--- src/hw/rtl/mfcip_pkg.sv ---
// ----------------------------------------------------------------------------
// mfcip_pkg: shared types and constants of the marker framed CSV parser
// Character codes, piece phase codes and the held value type.
// ----------------------------------------------------------------------------
`default_nettype none

package mfcip_pkg;

	// Held field value
	typedef logic signed [15:0] field_t;

	// Number of fields kept per frame
	localparam int unsigned NumFields = 4;

	// Framing and separator characters
	localparam logic [7:0] CH_START = 8'h3C;	// '<'
	localparam logic [7:0] CH_END   = 8'h3E;	// '>'
	localparam logic [7:0] CH_COMMA = 8'h2C;	// ','
	localparam logic [7:0] CH_PLUS  = 8'h2B;	// '+'
	localparam logic [7:0] CH_MINUS = 8'h2D;	// '-'
	localparam logic [7:0] CH_ZERO  = 8'h30;	// '0'
	localparam logic [7:0] CH_NINE  = 8'h39;	// '9'
	localparam logic [7:0] CH_SPACE = 8'h20;
	localparam logic [7:0] CH_TAB   = 8'h09;	// first of tab .. carriage return
	localparam logic [7:0] CH_CR    = 8'h0D;
	localparam logic [7:0] CH_NUL   = 8'h00;

	// Piece phase codes
	localparam logic [2:0] PH_BETWEEN = 3'd0;
	localparam logic [2:0] PH_LEADING = 3'd1;
	localparam logic [2:0] PH_SIGNED  = 3'd2;
	localparam logic [2:0] PH_DIGITS  = 3'd3;
	localparam logic [2:0] PH_DONE    = 3'd4;

	// Magnitude ceiling: one past the largest positive value
	localparam logic [15:0] MAG_LIMIT = 16'd32768;
	localparam logic [15:0] POS_MAX   = 16'd32767;

endpackage

`default_nettype wire

--- src/hw/rtl/marker_framed_csv_integer_parser_top.sv ---
// ----------------------------------------------------------------------------
// marker_framed_csv_integer_parser_top: framed CSV integer parser
// Parses '<'..'>' frames of comma separated integers into four held
// 16-bit values and reports them once per frame.
// ----------------------------------------------------------------------------
//
//  Channel  | Handshake                  | Payload
//  ---------+----------------------------+--------------------------------------
//  rx       | rx_valid / rx_ready        | rx_byte
//  result   | result_valid / result_ready| throttle/pitch/yaw/roll_value,
//           |                            | pieces_found
//
//  One byte is accepted per cycle while the input register is not stalled.
//  A byte is held in the input register, is parsed there against the frame
//  state and, for '>', is written to the result register, which raises
//  result_valid with that write.
//  Reset clears frame state and held values; no clearing pass is needed.
//  A '>' waiting on a full result register stalls the input register and with
//  it rx_ready; every other byte moves on regardless of the result side.
//
`default_nettype none

module marker_framed_csv_integer_parser_top
	import mfcip_pkg::*;
#(
	parameter int unsigned MAX_CONTENT_CHARS = 31
) (
	input  wire logic               clk,
	input  wire logic               arst_n,
	input  wire logic               rx_valid,
	output logic                    rx_ready,
	input  wire logic [7:0]         rx_byte,
	output logic                    result_valid,
	input  wire logic               result_ready,
	output logic signed [15:0]      throttle_value,
	output logic signed [15:0]      pitch_value,
	output logic signed [15:0]      yaw_value,
	output logic signed [15:0]      roll_value,
	output logic [2:0]              pieces_found
);

	localparam int unsigned CW = $clog2(MAX_CONTENT_CHARS + 1);
	localparam logic [CW-1:0] CountMax = CW'(MAX_CONTENT_CHARS);

	// Input register
	logic       valid_s1;
	logic [7:0] byte_s1;

	// Frame and piece state
	logic          in_frame_q;
	logic [CW-1:0] count_q;
	logic          ended_q;
	logic [2:0]    idx_q;
	logic [2:0]    phase_q;
	logic          neg_q;
	logic [15:0]   acc_q;
	field_t        held_q [NumFields];

	// Next state
	logic          in_frame_d;
	logic [CW-1:0] count_d;
	logic          ended_d;
	logic [2:0]    idx_d;
	logic [2:0]    phase_d;
	logic          neg_d;
	logic [15:0]   acc_d;
	field_t        held_d [NumFields];

	// Values after closing the current piece
	field_t piece_val;
	field_t fin_held [NumFields];
	logic [2:0] fin_idx;

	logic        is_end;
	logic        emit;
	logic        go_s1;
	logic        is_space;
	logic        is_digit;
	logic [18:0] acc_mul;
	logic [15:0] acc_add;
	logic [16:0] neg_ext;

	// Classify the held byte
	assign is_end   = byte_s1 == CH_END;
	assign emit     = valid_s1 && in_frame_q && is_end;
	assign go_s1    = valid_s1 && (!emit || !result_valid || result_ready);
	assign rx_ready = !valid_s1 || go_s1;

	assign is_space = (byte_s1 == CH_SPACE) || (byte_s1 >= CH_TAB && byte_s1 <= CH_CR);
	assign is_digit = (byte_s1 >= CH_ZERO) && (byte_s1 <= CH_NINE);

	// Accumulate one decimal digit, saturating at the magnitude ceiling
	assign acc_mul = ({3'b000, acc_q} << 3) + ({3'b000, acc_q} << 1)
		+ {15'd0, 4'(byte_s1 - CH_ZERO)};
	assign acc_add = (acc_mul > {3'b000, MAG_LIMIT}) ? MAG_LIMIT : acc_mul[15:0];

	// Signed value of the current piece
	assign neg_ext = 17'd0 - {1'b0, acc_q};
	assign piece_val = neg_q ? field_t'(neg_ext[15:0])
		: field_t'((acc_q > POS_MAX) ? POS_MAX : acc_q);

	// Close the current piece into the held values
	always_comb begin
		for (int k = 0; k < NumFields; k++) begin
			fin_held[k] = held_q[k];
		end
		fin_idx = idx_q;
		if (phase_q != PH_BETWEEN && idx_q < 3'(NumFields)) begin
			fin_held[idx_q[1:0]] = piece_val;
			fin_idx = idx_q + 3'd1;
		end
	end

	// Parse one byte against the frame state
	always_comb begin
		in_frame_d = in_frame_q;
		count_d    = count_q;
		ended_d    = ended_q;
		idx_d      = idx_q;
		phase_d    = phase_q;
		neg_d      = neg_q;
		acc_d      = acc_q;
		for (int k = 0; k < NumFields; k++) begin
			held_d[k] = held_q[k];
		end
		priority if (!in_frame_q) begin
			// outside a frame only the start marker counts
			if (byte_s1 == CH_START) begin
				in_frame_d = 1'b1;
				count_d    = '0;
				ended_d    = 1'b0;
				idx_d      = 3'd0;
				phase_d    = PH_BETWEEN;
				neg_d      = 1'b0;
				acc_d      = '0;
			end
		end else if (is_end) begin
			// close the frame
			for (int k = 0; k < NumFields; k++) begin
				held_d[k] = fin_held[k];
			end
			in_frame_d = 1'b0;
			count_d    = '0;
			ended_d    = 1'b0;
			idx_d      = 3'd0;
			phase_d    = PH_BETWEEN;
			neg_d      = 1'b0;
			acc_d      = '0;
		end else if (!ended_q && count_q < CountMax) begin
			count_d = count_q + CW'(1);
			priority if (byte_s1 == CH_NUL) begin
				ended_d = 1'b1;
			end else if (byte_s1 == CH_COMMA) begin
				for (int k = 0; k < NumFields; k++) begin
					held_d[k] = fin_held[k];
				end
				idx_d   = fin_idx;
				phase_d = PH_BETWEEN;
				neg_d   = 1'b0;
				acc_d   = '0;
			end else begin
				unique case (phase_q)
					PH_BETWEEN, PH_LEADING: begin
						priority if (is_space) begin
							phase_d = PH_LEADING;
						end else if (byte_s1 == CH_PLUS || byte_s1 == CH_MINUS) begin
							neg_d   = byte_s1 == CH_MINUS;
							phase_d = PH_SIGNED;
						end else if (is_digit) begin
							acc_d   = acc_add;
							phase_d = PH_DIGITS;
						end else begin
							phase_d = PH_DONE;
						end
					end
					PH_SIGNED, PH_DIGITS: begin
						if (is_digit) begin
							acc_d   = acc_add;
							phase_d = PH_DIGITS;
						end else begin
							phase_d = PH_DONE;
						end
					end
					default: begin
						phase_d = phase_q;
					end
				endcase
			end
		end else begin
			// drop bytes past the content limit or after a zero byte
			ended_d = ended_q;
		end
	end

	// Input register: load when empty or draining
	always_ff @(posedge clk or negedge arst_n) begin
		if (!arst_n) begin
			valid_s1 <= 1'b0;
		end else if (rx_ready) begin
			valid_s1 <= rx_valid;
		end
	end

	always_ff @(posedge clk) begin
		if (rx_ready && rx_valid) begin
			byte_s1 <= rx_byte;
		end
	end

	// Frame state: advance on every parsed byte
	always_ff @(posedge clk or negedge arst_n) begin
		if (!arst_n) begin
			in_frame_q <= 1'b0;
			count_q    <= '0;
			ended_q    <= 1'b0;
			idx_q      <= 3'd0;
			phase_q    <= PH_BETWEEN;
			neg_q      <= 1'b0;
			acc_q      <= '0;
			for (int k = 0; k < NumFields; k++) begin
				held_q[k] <= '0;
			end
		end else if (go_s1) begin
			in_frame_q <= in_frame_d;
			count_q    <= count_d;
			ended_q    <= ended_d;
			idx_q      <= idx_d;
			phase_q    <= phase_d;
			neg_q      <= neg_d;
			acc_q      <= acc_d;
			for (int k = 0; k < NumFields; k++) begin
				held_q[k] <= held_d[k];
			end
		end
	end

	// Result register: hold until the transaction completes
	always_ff @(posedge clk or negedge arst_n) begin
		if (!arst_n) begin
			result_valid <= 1'b0;
		end else if (go_s1 && emit) begin
			result_valid <= 1'b1;
		end else if (result_ready) begin
			result_valid <= 1'b0;
		end
	end

	always_ff @(posedge clk) begin
		if (go_s1 && emit) begin
			throttle_value <= fin_held[0];
			pitch_value    <= fin_held[1];
			yaw_value      <= fin_held[2];
			roll_value     <= fin_held[3];
			pieces_found   <= fin_idx;
		end
	end

	// Checks
	a_idle_clean: assert property (@(posedge clk) disable iff (!arst_n)
		!in_frame_q |-> (idx_q == 3'd0 && phase_q == PH_BETWEEN && count_q == '0))
		else $error("frame state not cleared outside a frame");

	a_idx_cap: assert property (@(posedge clk) disable iff (!arst_n)
		idx_q <= 3'(NumFields))
		else $error("piece index above field count");

	a_count_cap: assert property (@(posedge clk) disable iff (!arst_n)
		count_q <= CountMax)
		else $error("content count above limit");

	a_result_src: assert property (@(posedge clk) disable iff (!arst_n)
		$rose(result_valid) |-> $past(valid_s1 && in_frame_q && is_end))
		else $error("result without end marker");

endmodule

`default_nettype wire

--- config.mk ---
export PLATFORM = sky130hd
export DESIGN_NAME = marker_framed_csv_integer_parser_top
export DESIGN_NICKNAME = d
export VERILOG_FILES = /design/src/hw/rtl/mfcip_pkg.sv /design/src/hw/rtl/marker_framed_csv_integer_parser_top.sv
export SDC_FILE = /design/constraint.sdc
export NUM_CORES = 1
export LEC_CHECK = 0
export BUFFER_PORTS_ARGS = -buffer_cell sky130_fd_sc_hd__buf_2
export CORE_MARGIN = 2
export CORE_UTILIZATION = 50
export CTS_CLUSTER_SIZE = 16
export DETAILED_ROUTE_END_ITERATION = 10
export PLACE_DENSITY_LB_ADDON = 0.12
export RECOVER_POWER = 25
export SYNTH_ARGS = -nofsm -noshare
export SYNTH_HDL_FRONTEND = slang
export SYNTH_SLANG_ARGS = --single-unit
export TNS_END_PERCENT = 10
--- constraint.sdc ---
create_clock -name clk -period 10.9 [get_ports clk]
set_input_delay 1.09 -clock clk [delete_from_list [all_inputs] [get_ports clk]]
set_output_delay 1.09 -clock clk [all_outputs]
set_load 0.02 [all_outputs]
==> Word-level counts from Yosys, hierarchy flattened <==
Cells that the tools add are included.
{ "classes": {"n_addsub": 6, "n_lt_le_gt_ge": 10, "n_eq_ne": 20, "mux": 59, "bitwise": 1, "reduce_logical": 35} }
{ "ops": {"columns": ["operator", "count"], "rows": [
  ["$mux W64", 5],
  ["$mux W16", 13],
  ["$bwmux W64", 1],
  ["$eq A8 B6 Y1 const B", 6],
  ["$mux W3", 15],
  ["$demux W16 S2", 1],
  ["$pmux W16 S2", 1],
  ["$mux W5", 4],
  ["$add A19 B17 Y19", 1],
  ["$add A19 B4 Y19", 1],
  ["$gt A19 B16 Y1 const B", 1],
  ["$mux W1", 18],
  ["$gt A16 B15 Y1 const B", 1],
  ["$sub A1 B16 Y16 const A", 1],
  ["$reduce_and A5 Y1", 3],
  ["$reduce_and A7 Y1", 2],
  ["$logic_and A1 B1 Y1", 10],
  ["$ne A5 B5 Y1 const B", 2],
  ["$ne A3 B1 Y1 const B", 3],
  ["$ge A8 B4 Y1 const B", 1],
  ["$ge A8 B6 Y1 const B", 1],
  ["$le A8 B4 Y1 const B", 1],
  ["$le A8 B6 Y1 const B", 1],
  ["$logic_not A8 Y1", 1],
  ["other kinds (24)", 37]
]} }
{ "totals": {"reg_bits": 171, "output_inout_bits": 69} }

==> Logic depth before layout (Yosys ltp) <==
Gate-level depths: netlist (run 1).
{ "depth": {"depth_word": 13, "mapped_depth": 11, "mapped_depth_nobuf": 11} }

==> Worst setup path after synthesis (run 1) <==
OpenSTA, ideal clock, no wires.
{ "synth_timing": {"kind": "input to register", "startpoint": "in result_ready", "endpoint": "reg pieces_found[0], enable pin", "setup_ns": 0.574, "t_arrival_ns": 5.709, "slack_ns": 4.617, "stages": 2, "path_cell_list": "nor2b_1 nor3_1"} }
{ "synth_between": {"elab_chain_cells": 3} }
{ "synth_rtl": {"columns": ["element", "line_no", "source"], "rows": [
  ["start: declaration", "marker_framed_csv_integer_parser_top.sv:34", "input wire logic result_ready,"],
  ["$logic_or A1 B1 Y1", "marker_framed_csv_integer_parser_top.sv:86", "assign go_s1 = valid_s1 && (!emit || !result_valid || result_ready);"],
  ["$logic_and A1 B1 Y1", "marker_framed_csv_integer_parser_top.sv:86", null],
  ["$logic_and A1 B1 Y1", "marker_framed_csv_integer_parser_top.sv:249", "if (go_s1 && emit) begin"],
  ["end signal: assignment", "marker_framed_csv_integer_parser_top.sv:254", "pieces_found <= fin_idx;"],
  ["end: declaration", "marker_framed_csv_integer_parser_top.sv:39", "output logic [2:0] pieces_found"]
]} }
Every way passes these cells.
A chain may end at the register's enable or synchronous reset.

==> flow_summary_export.csv, run 1 <==
group,metric,value,unit
setup_path,cp-end-kind,"asynchronous set/reset pin",
synthesis,synth_fp_nets,761,
clock_network,hold_buffers,0,
route,drtPass1Iterations,4,
sta,fin_crit_sh,46.4,%
sta,setup_viol,0,
synthesis,async_flop_share,56.1,%
synthesis,seq_area_frac_synth,53.3,%
route,vias,5803,
floorplan,ioPinCount,81,
finish,nNetsFinal,845,
finish,drive_gt1_share,30.6,%
route,wl,18100,µm
setup_path,start_kind,"input pin",
power_and_ir_drop,powerDensity,140,nW/µm²
route,wl_per_cell,17.5,µm
global_routing,antenna_found_initial,0,
global_routing,grtUsageTotal,20.6,%
sta,hold_viol,0,
setup_path,critPathSlowestCell,"clkbuf_1",
power_and_ir_drop,power,0.00139,W
global_routing,grtUsageMet1,28.5,%
sta,finClkSkew,0.00850,ns
global_routing,grt_pass1_wl,29600,µm
sta,worst_slew_pin_slew,3.27,ns
global_routing,grt_pass1_vias,5775,
sta,drv_slew,99,
setup_path,critPathArrivalTime,4.86,ns
clock_network,clk_latency,0.43,ns
floorplan,dieWidth,136,µm
placement,io_buffers,80,
synthesis,syn-cell-area,8730,µm²
setup_path,crit_family,"buffers and inverters",
placement,hpwl,12800,µm
power_and_ir_drop,leakage,4.54,nW
setup_path,cp_data_required_time,10.71,ns
job,max_cap_violations,2,
clock_network,cts-root-buf,"clkbuf_16",
setup_path,critPathMaxFanout,63,
floorplan,dieArea,18500,µm²
global_routing,use_met3,4.06,%
setup_path,criticalPathCategory,"input pin to asynchronous set/reset pin",
clock_network,cts_tree,"built",
global_routing,grtUsageMet2,33.6,%
route,drc,0,
floorplan,die_height,136,µm
finish,diodes,0,
route,vias_per_cell,5.62,
sta,fmax,198,MHz
clock_network,clock_sinks,171,
clock_network,path_clk_slew,0.06,ns
global_routing,grt_max_degree,68,
sta,fin_crit,5.06,ns
min_path,min_path_type,"register to register",
floorplan,core_area,17200,µm²
global_routing,grt.busiest_layer,"met2",
route,ant_nets,0,
sta,setup-tns-final,0,ns
synthesis,ys.flop_type,"dfrtp_1",
clock_network,ctsResizeCount,0,
synthesis,ys_ff_latch,171,
sta,slew_headroom,-118,%
setup_path,ff2ff_setup_slack,7.62,ns
setup_path,cp_slowest_stage_delay,2.39,ns
clock_network,cts_buffers,17,
floorplan,start_util,50.9,%
synthesis,syn_inst,710,
synthesis,synthDistinctLibCells,79,
clock_network,h-tree-depth,4,
power_and_ir_drop,ir_drop,112,µV
finish,area_growth,13.8,%
global_routing,globalRouteOverflowTotal,0,
setup_path,cp_cell_sequence,"clkbuf_1 -> clkbuf_1",
sta,rsz0062_at_grt,"no",
clock_network,cts_setup_buffers,0,
synthesis,yosys_warnings,0,
floorplan,rows,48,
placement,place.gp.congestion,0.883,
setup_path,path_buf_inv,2,
synthesis,syn_avg_cell_area,12.3,µm²
clock_network,cts_buffer_depth,2,
outcome,status,"complete, but fails checks",
route,drt-initial-drc-count,391,
setup_path,crit_top_cell,"clkbuf_1",
outcome,violations,"max-capacitance violations, max-slew violations",
synthesis,synth_edf_count,75,
cells in the final DEF, fill, tap and decap left out, types with 10 or more instances in the layout:
master | synthesis | final
edfxtp_1 | 75 | 75
ha_1 | 37 | 37
buf_2 | 9 | 79
a21oi_1 | 44 | 44
nand3_1 | 13 | 13
o21ai_0 | 32 | 32
nor3_1 | 11 | 10
inv_1 | 18 | 18
dfrtp_1 | 96 | 96
clkbuf_16 | 0 | 18
mux2_2 | 101 | 101
nand2_1 | 50 | 50
nor2_1 | 55 | 55
final timing paths:
kind	from	endpoint	cells past startpoint
max in group clk	byte_s1[2]	rx_ready	6
worst min register to register	held_q[57]	held_q[57]	1
min in group asynchronous	arst_n	acc_q[9]	1
worst min-delay path	held_q[57]	held_q[57]	1
worst max register to register	byte_s1[2]	acc_q[13]	11
worst max-delay path	arst_n	held_q[39]	2
cells in the mapped netlist (all sizes together) (3+ instances only):
cell / instances / area share (%)
nand2: 50 / 2.1
nor2b: 9 / 0.64
nand3: 17 / 1.4
o31ai: 6 / 0.52
nor2: 55 / 2.4
a21oi: 45 / 2.6
o41ai: 3 / 0.39
o21a: 3 / 0.26
mux2: 105 / 14
xor2: 6 / 0.60
or3: 3 / 0.21
and2: 9 / 0.69
dfrtp: 96 / 28
buf: 12 / 0.77
nand4: 4 / 0.53
a21o: 6 / 0.52
edfxtp: 75 / 26
o21ai: 36 / 2.1
nand2b: 7 / 0.50
xnor2: 6 / 0.60
and3: 6 / 0.49
nor3: 12 / 0.74
a211oi: 11 / 1.4
ha: 37 / 5.3
a31oi: 10 / 0.79
inv: 18 / 0.77
a21boi: 6 / 0.52
clkbuf: 8 / 0.34
mux2i: 9 / 1.0
area by class of cell:
type	count	area, µm²
clock buffers	19	454
clock inverters	13	128
fillers	1443	7240
inverters	18	67.6
multi-input cells	501	3920
flip-flops and latches	171	4650
well taps	225	282
repair buffers	85	433
through the flow:
step | cells | setup WS, ns | hold slack, ns | instance area, µm² | utilization (%)
floorplan | 710 | 4.62 | 0.473 | 8730 | -
global placement | 1000 | 7.72 | 0.485 | 9360 | 54.5
detailed placement | 1000 | 7.64 | 0.490 | 9360 | 54.5
CTS | 1032 | 7.54 | 0.507 | 9950 | 57.9
global route | 1032 | 4.80 | 0.520 | 9940 | 57.9
finish | 1032 | 5.84 | 0.504 | 9940 | 57.9
sequential cells by signal, summed over array words and instances, names as in the netlist:
| register | flops |
|---|---|
| acc_q | 16 |
| held_q | 64 |
| count_q | 5 |
| byte_s1 | 8 |
| idx_q | 3 |
| pieces_found | 3 |
| in_frame_q | 1 |
| roll_value | 16 |
| yaw_value | 16 |
| valid_s1 | 1 |
| throttle_value | 16 |
| pitch_value | 16 |
| phase_q | 3 |
| neg_q | 1 |
| result_valid | 1 |
| ended_q | 1 |
report_power, final:
group          switching [W]  internal (W)
Combinational      0.0000675     0.0000364
Clock               0.000272      0.000316
Sequential         0.0000131      0.000683
layer usage:
metal | vias up | part of all wire, %
li1 | 2808 | -
met1 | 2857 | 48
met2 | 124 | 48
met3 | 14 | 3.6
met4 | 0 | 1.1
met5 | - | 0
logic make-up (layout without fill, tap and decap cells):
kind of cell               Yosys count  after routing  synth area share, %
adders and majority gates           39             39                 5.76
muxes                              114            114                 14.7
xor gates and xnor gates            12             12                 1.20
and+or+nand+nor                    186            186                 11.0
buffers and inverters               38            135                 1.89
AOI/OAI and AO/OA                  150            150                 12.1
DFF                                171            171                 53.3
Power figures use the tool's default switching activity.
==> inputs of run 2 (changes only) <==
- clock period: 10.9 -> 5.21 ns (I/O delays scaled with it)
==> run 2 against run 1 <==
Effect of this change:
- the run still ends with max-capacitance violations, max-slew violations left
- power increased by 100%
- combinational power increased by 110%
- first-iteration DRC count decreased by 28%
- sequential share of layout area increased by 0.065 points
- global-route usage decreased by 0.61 points
- routed wire length decreased by 1.4%
- sequential power increased by 110%
- clock skew increased by 0.0012 ns
- worst hold slack got worse by 0.23 ns
- non-clock buffer count increased by 1
- via count decreased by 0.12%
- count of clock-buffer cells in the layout unchanged
- largest cell class unchanged
- highest routed layer unchanged
==> flow_summary_export.csv, run 2 (same netlist as run 1, synthesis figures left out) <==
group,metric,value,unit
sta,rsz0062_at_grt,"no",
clock_network,cts_setup_buffers,0,
job,max_cap_violations,1,
floorplan,rows,48,
power_and_ir_drop,ir_drop,217,µV
setup_path,critPathArrivalTime,3.93,ns
setup_path,path_buf_inv,2,
sta,fmax,286,MHz
clock_network,clock_sinks,171,
route,drtPass1Iterations,5,
global_routing,grt_max_degree,68,
setup_path,critPathMaxFanout,62,
clock_network,clk_latency,0.42,ns
route,wl,17900,µm
route,vias,5796,
clock_network,hold_buffers,0,
setup_path,critPathSlowestCell,"clkbuf_1",
sta,fin_crit_sh,67.1,%
clock_network,ctsResizeCount,0,
setup_path,crit_family,"buffers and inverters",
setup_path,criticalPathCategory,"input pin to asynchronous set/reset pin",
clock_network,cts_buffer_depth,2,
route,drc,0,
floorplan,start_util,50.9,%
finish,area_growth,13.6,%
global_routing,grtUsageTotal,20.0,%
clock_network,path_clk_slew,0.07,ns
finish,largest_register_ffs,64,
sta,fin_crit,3.50,ns
finish,nNetsFinal,846,
global_routing,grt_pass1_vias,5587,
floorplan,die_height,136,µm
floorplan,core_area,17200,µm²
clock_network,cts_tree,"built",
finish,diodes,0,
setup_path,cp-end-kind,"asynchronous set/reset pin",
global_routing,grt_pass1_wl,28700,µm
setup_path,cp_slowest_stage_delay,2.34,ns
finish,nFillCells,1468,
setup_path,ff2ff_setup_slack,1.91,ns
clock_network,cts-root-buf,"clkbuf_16",
setup_path,cp_data_required_time,5.65,ns
finish,fin_cells,1033,
power_and_ir_drop,leakage,4.54,nW
sta,setup_viol,0,
sta,worst_slew_pin_slew,3.40,ns
outcome,violations,"max-capacitance violations, max-slew violations",
placement,dp.cells,1001,
route,vias_per_cell,5.61,
placement,hpwl,12700,µm
route,wl_per_cell,17.3,µm
finish,top_register,"held_q",
floorplan,ioPinCount,81,
setup_path,cp_cell_sequence,"clkbuf_1 -> clkbuf_2",
setup_path,start_kind,"input pin",
min_path,min_path_type,"input pin to register",
finish,final_cell_mix,"mux2_2 (101), dfrtp_1 (96), buf_2 (79), edfxtp_1 (75), nor2_1 (55)",
clock_network,cts_buffers,17,
finish,drive_gt1_share,30.9,%
placement,place.gp.congestion,0.862,
sta,slew_headroom,-127,%
route,ant_nets,0,
floorplan,dieWidth,136,µm
sta,setup-tns-final,0,ns
power_and_ir_drop,powerDensity,287,nW/µm²
sta,hold_viol,0,
clock_network,h-tree-depth,4,
power_and_ir_drop,power,0.00285,W
finish,layout_commonest_cell,"mux2_2",
sta,whs,0.269,ns
global_routing,antenna_found_initial,0,
placement,io_buffers,80,
global_routing,globalRouteOverflowTotal,0,
sta,finClkSkew,0.00974,ns
placement,placedInstanceArea,9380,µm²
floorplan,dieArea,18500,µm²
route,drt-initial-drc-count,280,
sta,drv_slew,63,
finish,design_area,9920,µm²
outcome,status,"complete, but fails checks",
## run 2: per-layer routing
metal,up-vias,wire (µm),track usage [%]
met5,-,0,0
met4,0,177,5.38
met3,15,472,3.77
met2,100,8430,31.6
met1,2863,8780,28.5
li1,2818,-,-
## run 2: metrics by stage
step,worst slack (ns),utilization [%]
final,1.71,57.8
after global placement,2.01,54.6
after floorplan,1.07,-
after global routing,0.996,57.8
after detailed placement,1.92,54.6
after CTS,1.89,57.8
## run 2: worst paths after layout
path                               to  depth (start not counted)  startpoint
min                        byte_s1[7]                          1  rx_byte[7]
min reg2reg                held_q[43]                          1  held_q[43]
max                        held_q[49]                          2      arst_n
min in group asynchronous  held_q[60]                          1      arst_n
max in group clk             acc_q[4]                         10    acc_q[2]
max reg2reg                  acc_q[4]                         10    acc_q[2]
## run 2: final cells by class
cell class	count	area (µm²)	share of cell area, %
inverter	18	67.6	0.681
multi-input combinational	501	3930	39.6
clock buffer	19	443	4.46
clock inverter	13	109	1.10
tap	225	282	2.84
sequential	171	4650	46.9
timing repair buffer	86	442	4.45
## run 2: power breakdown
group	internal, W	switching (W)
clock network	0.000634	0.000539
registers	0.00143	0.0000255
logic	0.0000771	0.000140
==> inputs of run 3 (changes only) <==
- ABC_AREA: not set -> 1
- clock period: 5.21 -> 3.2 ns (I/O delays scaled with it)
==> run 3 against run 2 <==
Effect of this change:
- register-to-register slack got worse by 1.6 ns
- largest cell class unchanged
- cell area rose by 5.8%
- flip-flop and latch count did not move
- utilization rose by 0.47 points
- sequential power rose by 79%
- clock power rose by 69%
- routed wire length rose by 13%
- the run still ends with max-capacitance violations, max-slew violations left
- synthesized area rose by 5.4%
==> flow_summary_export.csv, run 3 <==
group,metric,value,unit
setup_path,start_kind,"register",
finish,fin_cells,1416,
synthesis,yosys-top-cells-area,"dfrtp_1 (26%), edfxtp_1 (24%), nand2_1 (14%), ha_1 (5.0%), inv_1 (4.8%)",
global_routing,grtUsageTotal,21.9,%
setup_path,cp-end-kind,"register",
finish,largest_register_ffs,64,
floorplan,rows,49,
route,drt-initial-drc-count,529,
floorplan,dieArea,19500,µm²
floorplan,die_height,140,µm
finish,final_cell_mix,"nand2_1 (339), inv_1 (116), dfrtp_1 (96), buf_2 (79), edfxtp_1 (75)",
clock_network,h-tree-depth,4,
sta,slew_headroom,-53.0,%
route,drtPass1Iterations,8,
setup_path,crit_top_cell,"nand2_1",
floorplan,core_area,18000,µm²
synthesis,synth_top_area_cell,"dfrtp_1",
sta,fmax,343,MHz
setup_path,path_buf_inv,2,
synthesis,syn-cell-area,9200,µm²
global_routing,grt_pass1_vias,7056,
min_path,min_path_type,"input pin to register",
sta,setup-tns-final,0,ns
clock_network,cts_setup_buffers,0,
finish,seq_area,4650,µm²
clock_network,cts-root-buf,"clkbuf_16",
sta,fin_crit_sh,91.1,%
route,vias_per_cell,5.17,
synthesis,ys_ff_latch,171,
clock_network,cts_buffer_depth,2,
floorplan,dieWidth,140,µm
synthesis,syn_inst,1086,
setup_path,cp_data_required_time,3.56,ns
route,ant_nets,0,
synthesis,yosys-top-cells-count,"nand2_1 (340), inv_1 (117), dfrtp_1 (96), edfxtp_1 (75), o21ai_0 (68)",
sta,setup_viol,0,
placement,dp.cells,1383,
finish,drive_gt1_share,16.6,%
setup_path,critPathArrivalTime,3.27,ns
power_and_ir_drop,powerDensity,630,nW/µm²
setup_path,criticalPathCategory,"register to register",
synthesis,yosys_warnings,0,
synthesis,synthDistinctLibCells,44,
global_routing,grt_max_degree,74,
route,drc,0,
finish,diodes,0,
power_and_ir_drop,power,0.00661,W
min_path,holdPathStages,1,
clock_network,clk_latency,0.44,ns
synthesis,synth_fp_nets,1137,
outcome,violations,"max-capacitance violations, max-slew violations",
placement,hpwl,14800,µm
outcome,status,"complete, but fails checks",
setup_path,reg2regPathDepth,16,
sta,drv_slew,39,
clock_network,cts_tree,"built",
finish,nFillCells,1625,
synthesis,synth_most_common_cell,"nand2_1",
setup_path,cp.depth,16,
finish,nNetsFinal,1225,
synthesis,ys.flop_type,"dfrtp_1",
sta,hold_viol,0,
setup_path,critPathMaxFanout,9,
synthesis,synth_top_area_share,26.1,%
clock_network,path_clk_slew,0.07,ns
setup_path,crit_family,"simple AND/OR/NAND/NOR gates",
job,max_cap_violations,1,
synthesis,seq_area_frac_synth,50.6,%
route,wl_per_cell,14.3,µm
sta,rsz0062_at_grt,"no",
synthesis,synth_edf_count,75,
floorplan,start_util,51.1,%
power_and_ir_drop,leakage,5.48,nW
sta,whs,0.0572,ns
finish,layout_commonest_cell,"nand2_1",
synthesis,syn_avg_cell_area,8.47,µm²
floorplan,ioPinCount,81,
setup_path,critPathSlowestCell,"fa_1",
global_routing,antenna_found_initial,0,
clock_network,cts_buffers,17,
route,wl,20200,µm
placement,io_buffers,80,
sta,fin_crit,2.91,ns
setup_path,cp_slowest_stage_delay,0.49,ns
clock_network,clock_sinks,171,
finish,top_register,"held_q",
global_routing,globalRouteOverflowTotal,0,
sta,worst_slew_pin_slew,2.30,ns
sta,finClkSkew,0.0129,ns
placement,place.gp.congestion,0.891,
synthesis,async_flop_share,56.1,%
power_and_ir_drop,ir_drop,498,µV
finish,multi_input_area,3920,µm²
setup_path,cp_cell_sequence,"inv_1 -> fa_1 -> fa_1 -> inv_1 -> nand2_1 -> nand2_1 -> nand3_1 -> nand2_1 -> nand3b_1 -> nand2_1 -> nand2_1 -> nand2_1 -> nand2_1 -> nor2_4 -> nand2_2 -> o21ai_1",
finish,area_growth,14.1,%
global_routing,grt_pass1_wl,34600,µm
route,vias,7320,
==> run 3: changes by cell type after synthesis, moves of 9 or more <==
cell	before	now
nand4_1	2	15
clkbuf_1	8	17
o21ai_0	32	68
inv_1	18	117
nor2b_1	9	0
nand2_1	50	340
mux2i_1	9	0
a21oi_1	44	14
nand3_1	13	65
or2_2	1	40
mux2_2	101	0
o21ai_1	2	45
==> run 3: power by group <==
part / switching, W / internal (W) / total (W) / leakage, nW
combinational: 0.00129 / 0.000763 / 0.00205 / 3.20
clock: 0.000889 / 0.00109 / 0.00198 / 0.279
sequential: 0.000121 / 0.00246 / 0.00259 / 2.00
total: 0.00230 / 0.00432 / 0.00661 / 5.48
==> run 3: path summary, 6_finish.rpt <==
| check | start | to | slack, ns |
|---|---|---|---|
| worst min register to register | held_q[11] | held_q[11] | 0.47 |
| worst max register to register | acc_q[0] | acc_q[13] | 0.29 |
| max in group asynchronous | arst_n | held_q[60] | 0.77 |
| worst min-delay path | rx_byte[7] | byte_s1[7] | 0.06 |
| worst max-delay path | acc_q[0] | acc_q[13] | 0.29 |
| min in group asynchronous | arst_n | held_q[40] | 1.10 |
==> run 3: layout make-up <==
cell class / count / area share [%]
inverters: 125 / 4.49
multi-input cells: 758 / 37.4
flip-flops and latches: 171 / 44.3
clock buffers: 18 / 4.09
repair buffers: 101 / 5.68
clock inverters: 14 / 1.30
well taps: 229 / 2.73
==> run 3: kinds of logic after synthesis <==
family / Yosys count / synth area share [%]
adders and majority gates: 39 / 5.46
DFF: 171 / 50.6
AOI/OAI and AO/OA: 150 / 8.78
buffers and inverters: 157 / 6.96
and+or+nand+nor: 552 / 26.6
xor gates and xnor gates: 17 / 1.62
==> run 3: layer usage <==
| metal | GRT usage (%) | part of all wire [%] |
|---|---|---|
| met2 | 35.1 | 47 |
| met1 | 30.1 | 47 |
| met3 | 4.27 | 4.7 |
| met4 | 7.21 | 1.9 |
| met5 | 0 | 0 |
==> run 3: metrics by stage <==
stage               util [%]  setup WS (ns)  instance area, µm²
floorplan                  -         0.0767                9210
global placement        55.0          0.253                9920
detailed placement      55.0          0.197                9920
CTS                     58.2          0.178               10500
global route            58.2         0.0270               10500
finish                  58.2          0.285               10500
==> run 3: timing repair <==
| item | 4_1_cts | 5_1_grt |
|---|---|---|
| hold endpoints to repair | 38 | 0 |
| gates resized for setup | 0 | 2 |
| setup endpoints to repair | 0 | 11 |
| hold buffers | 1 | 0 |
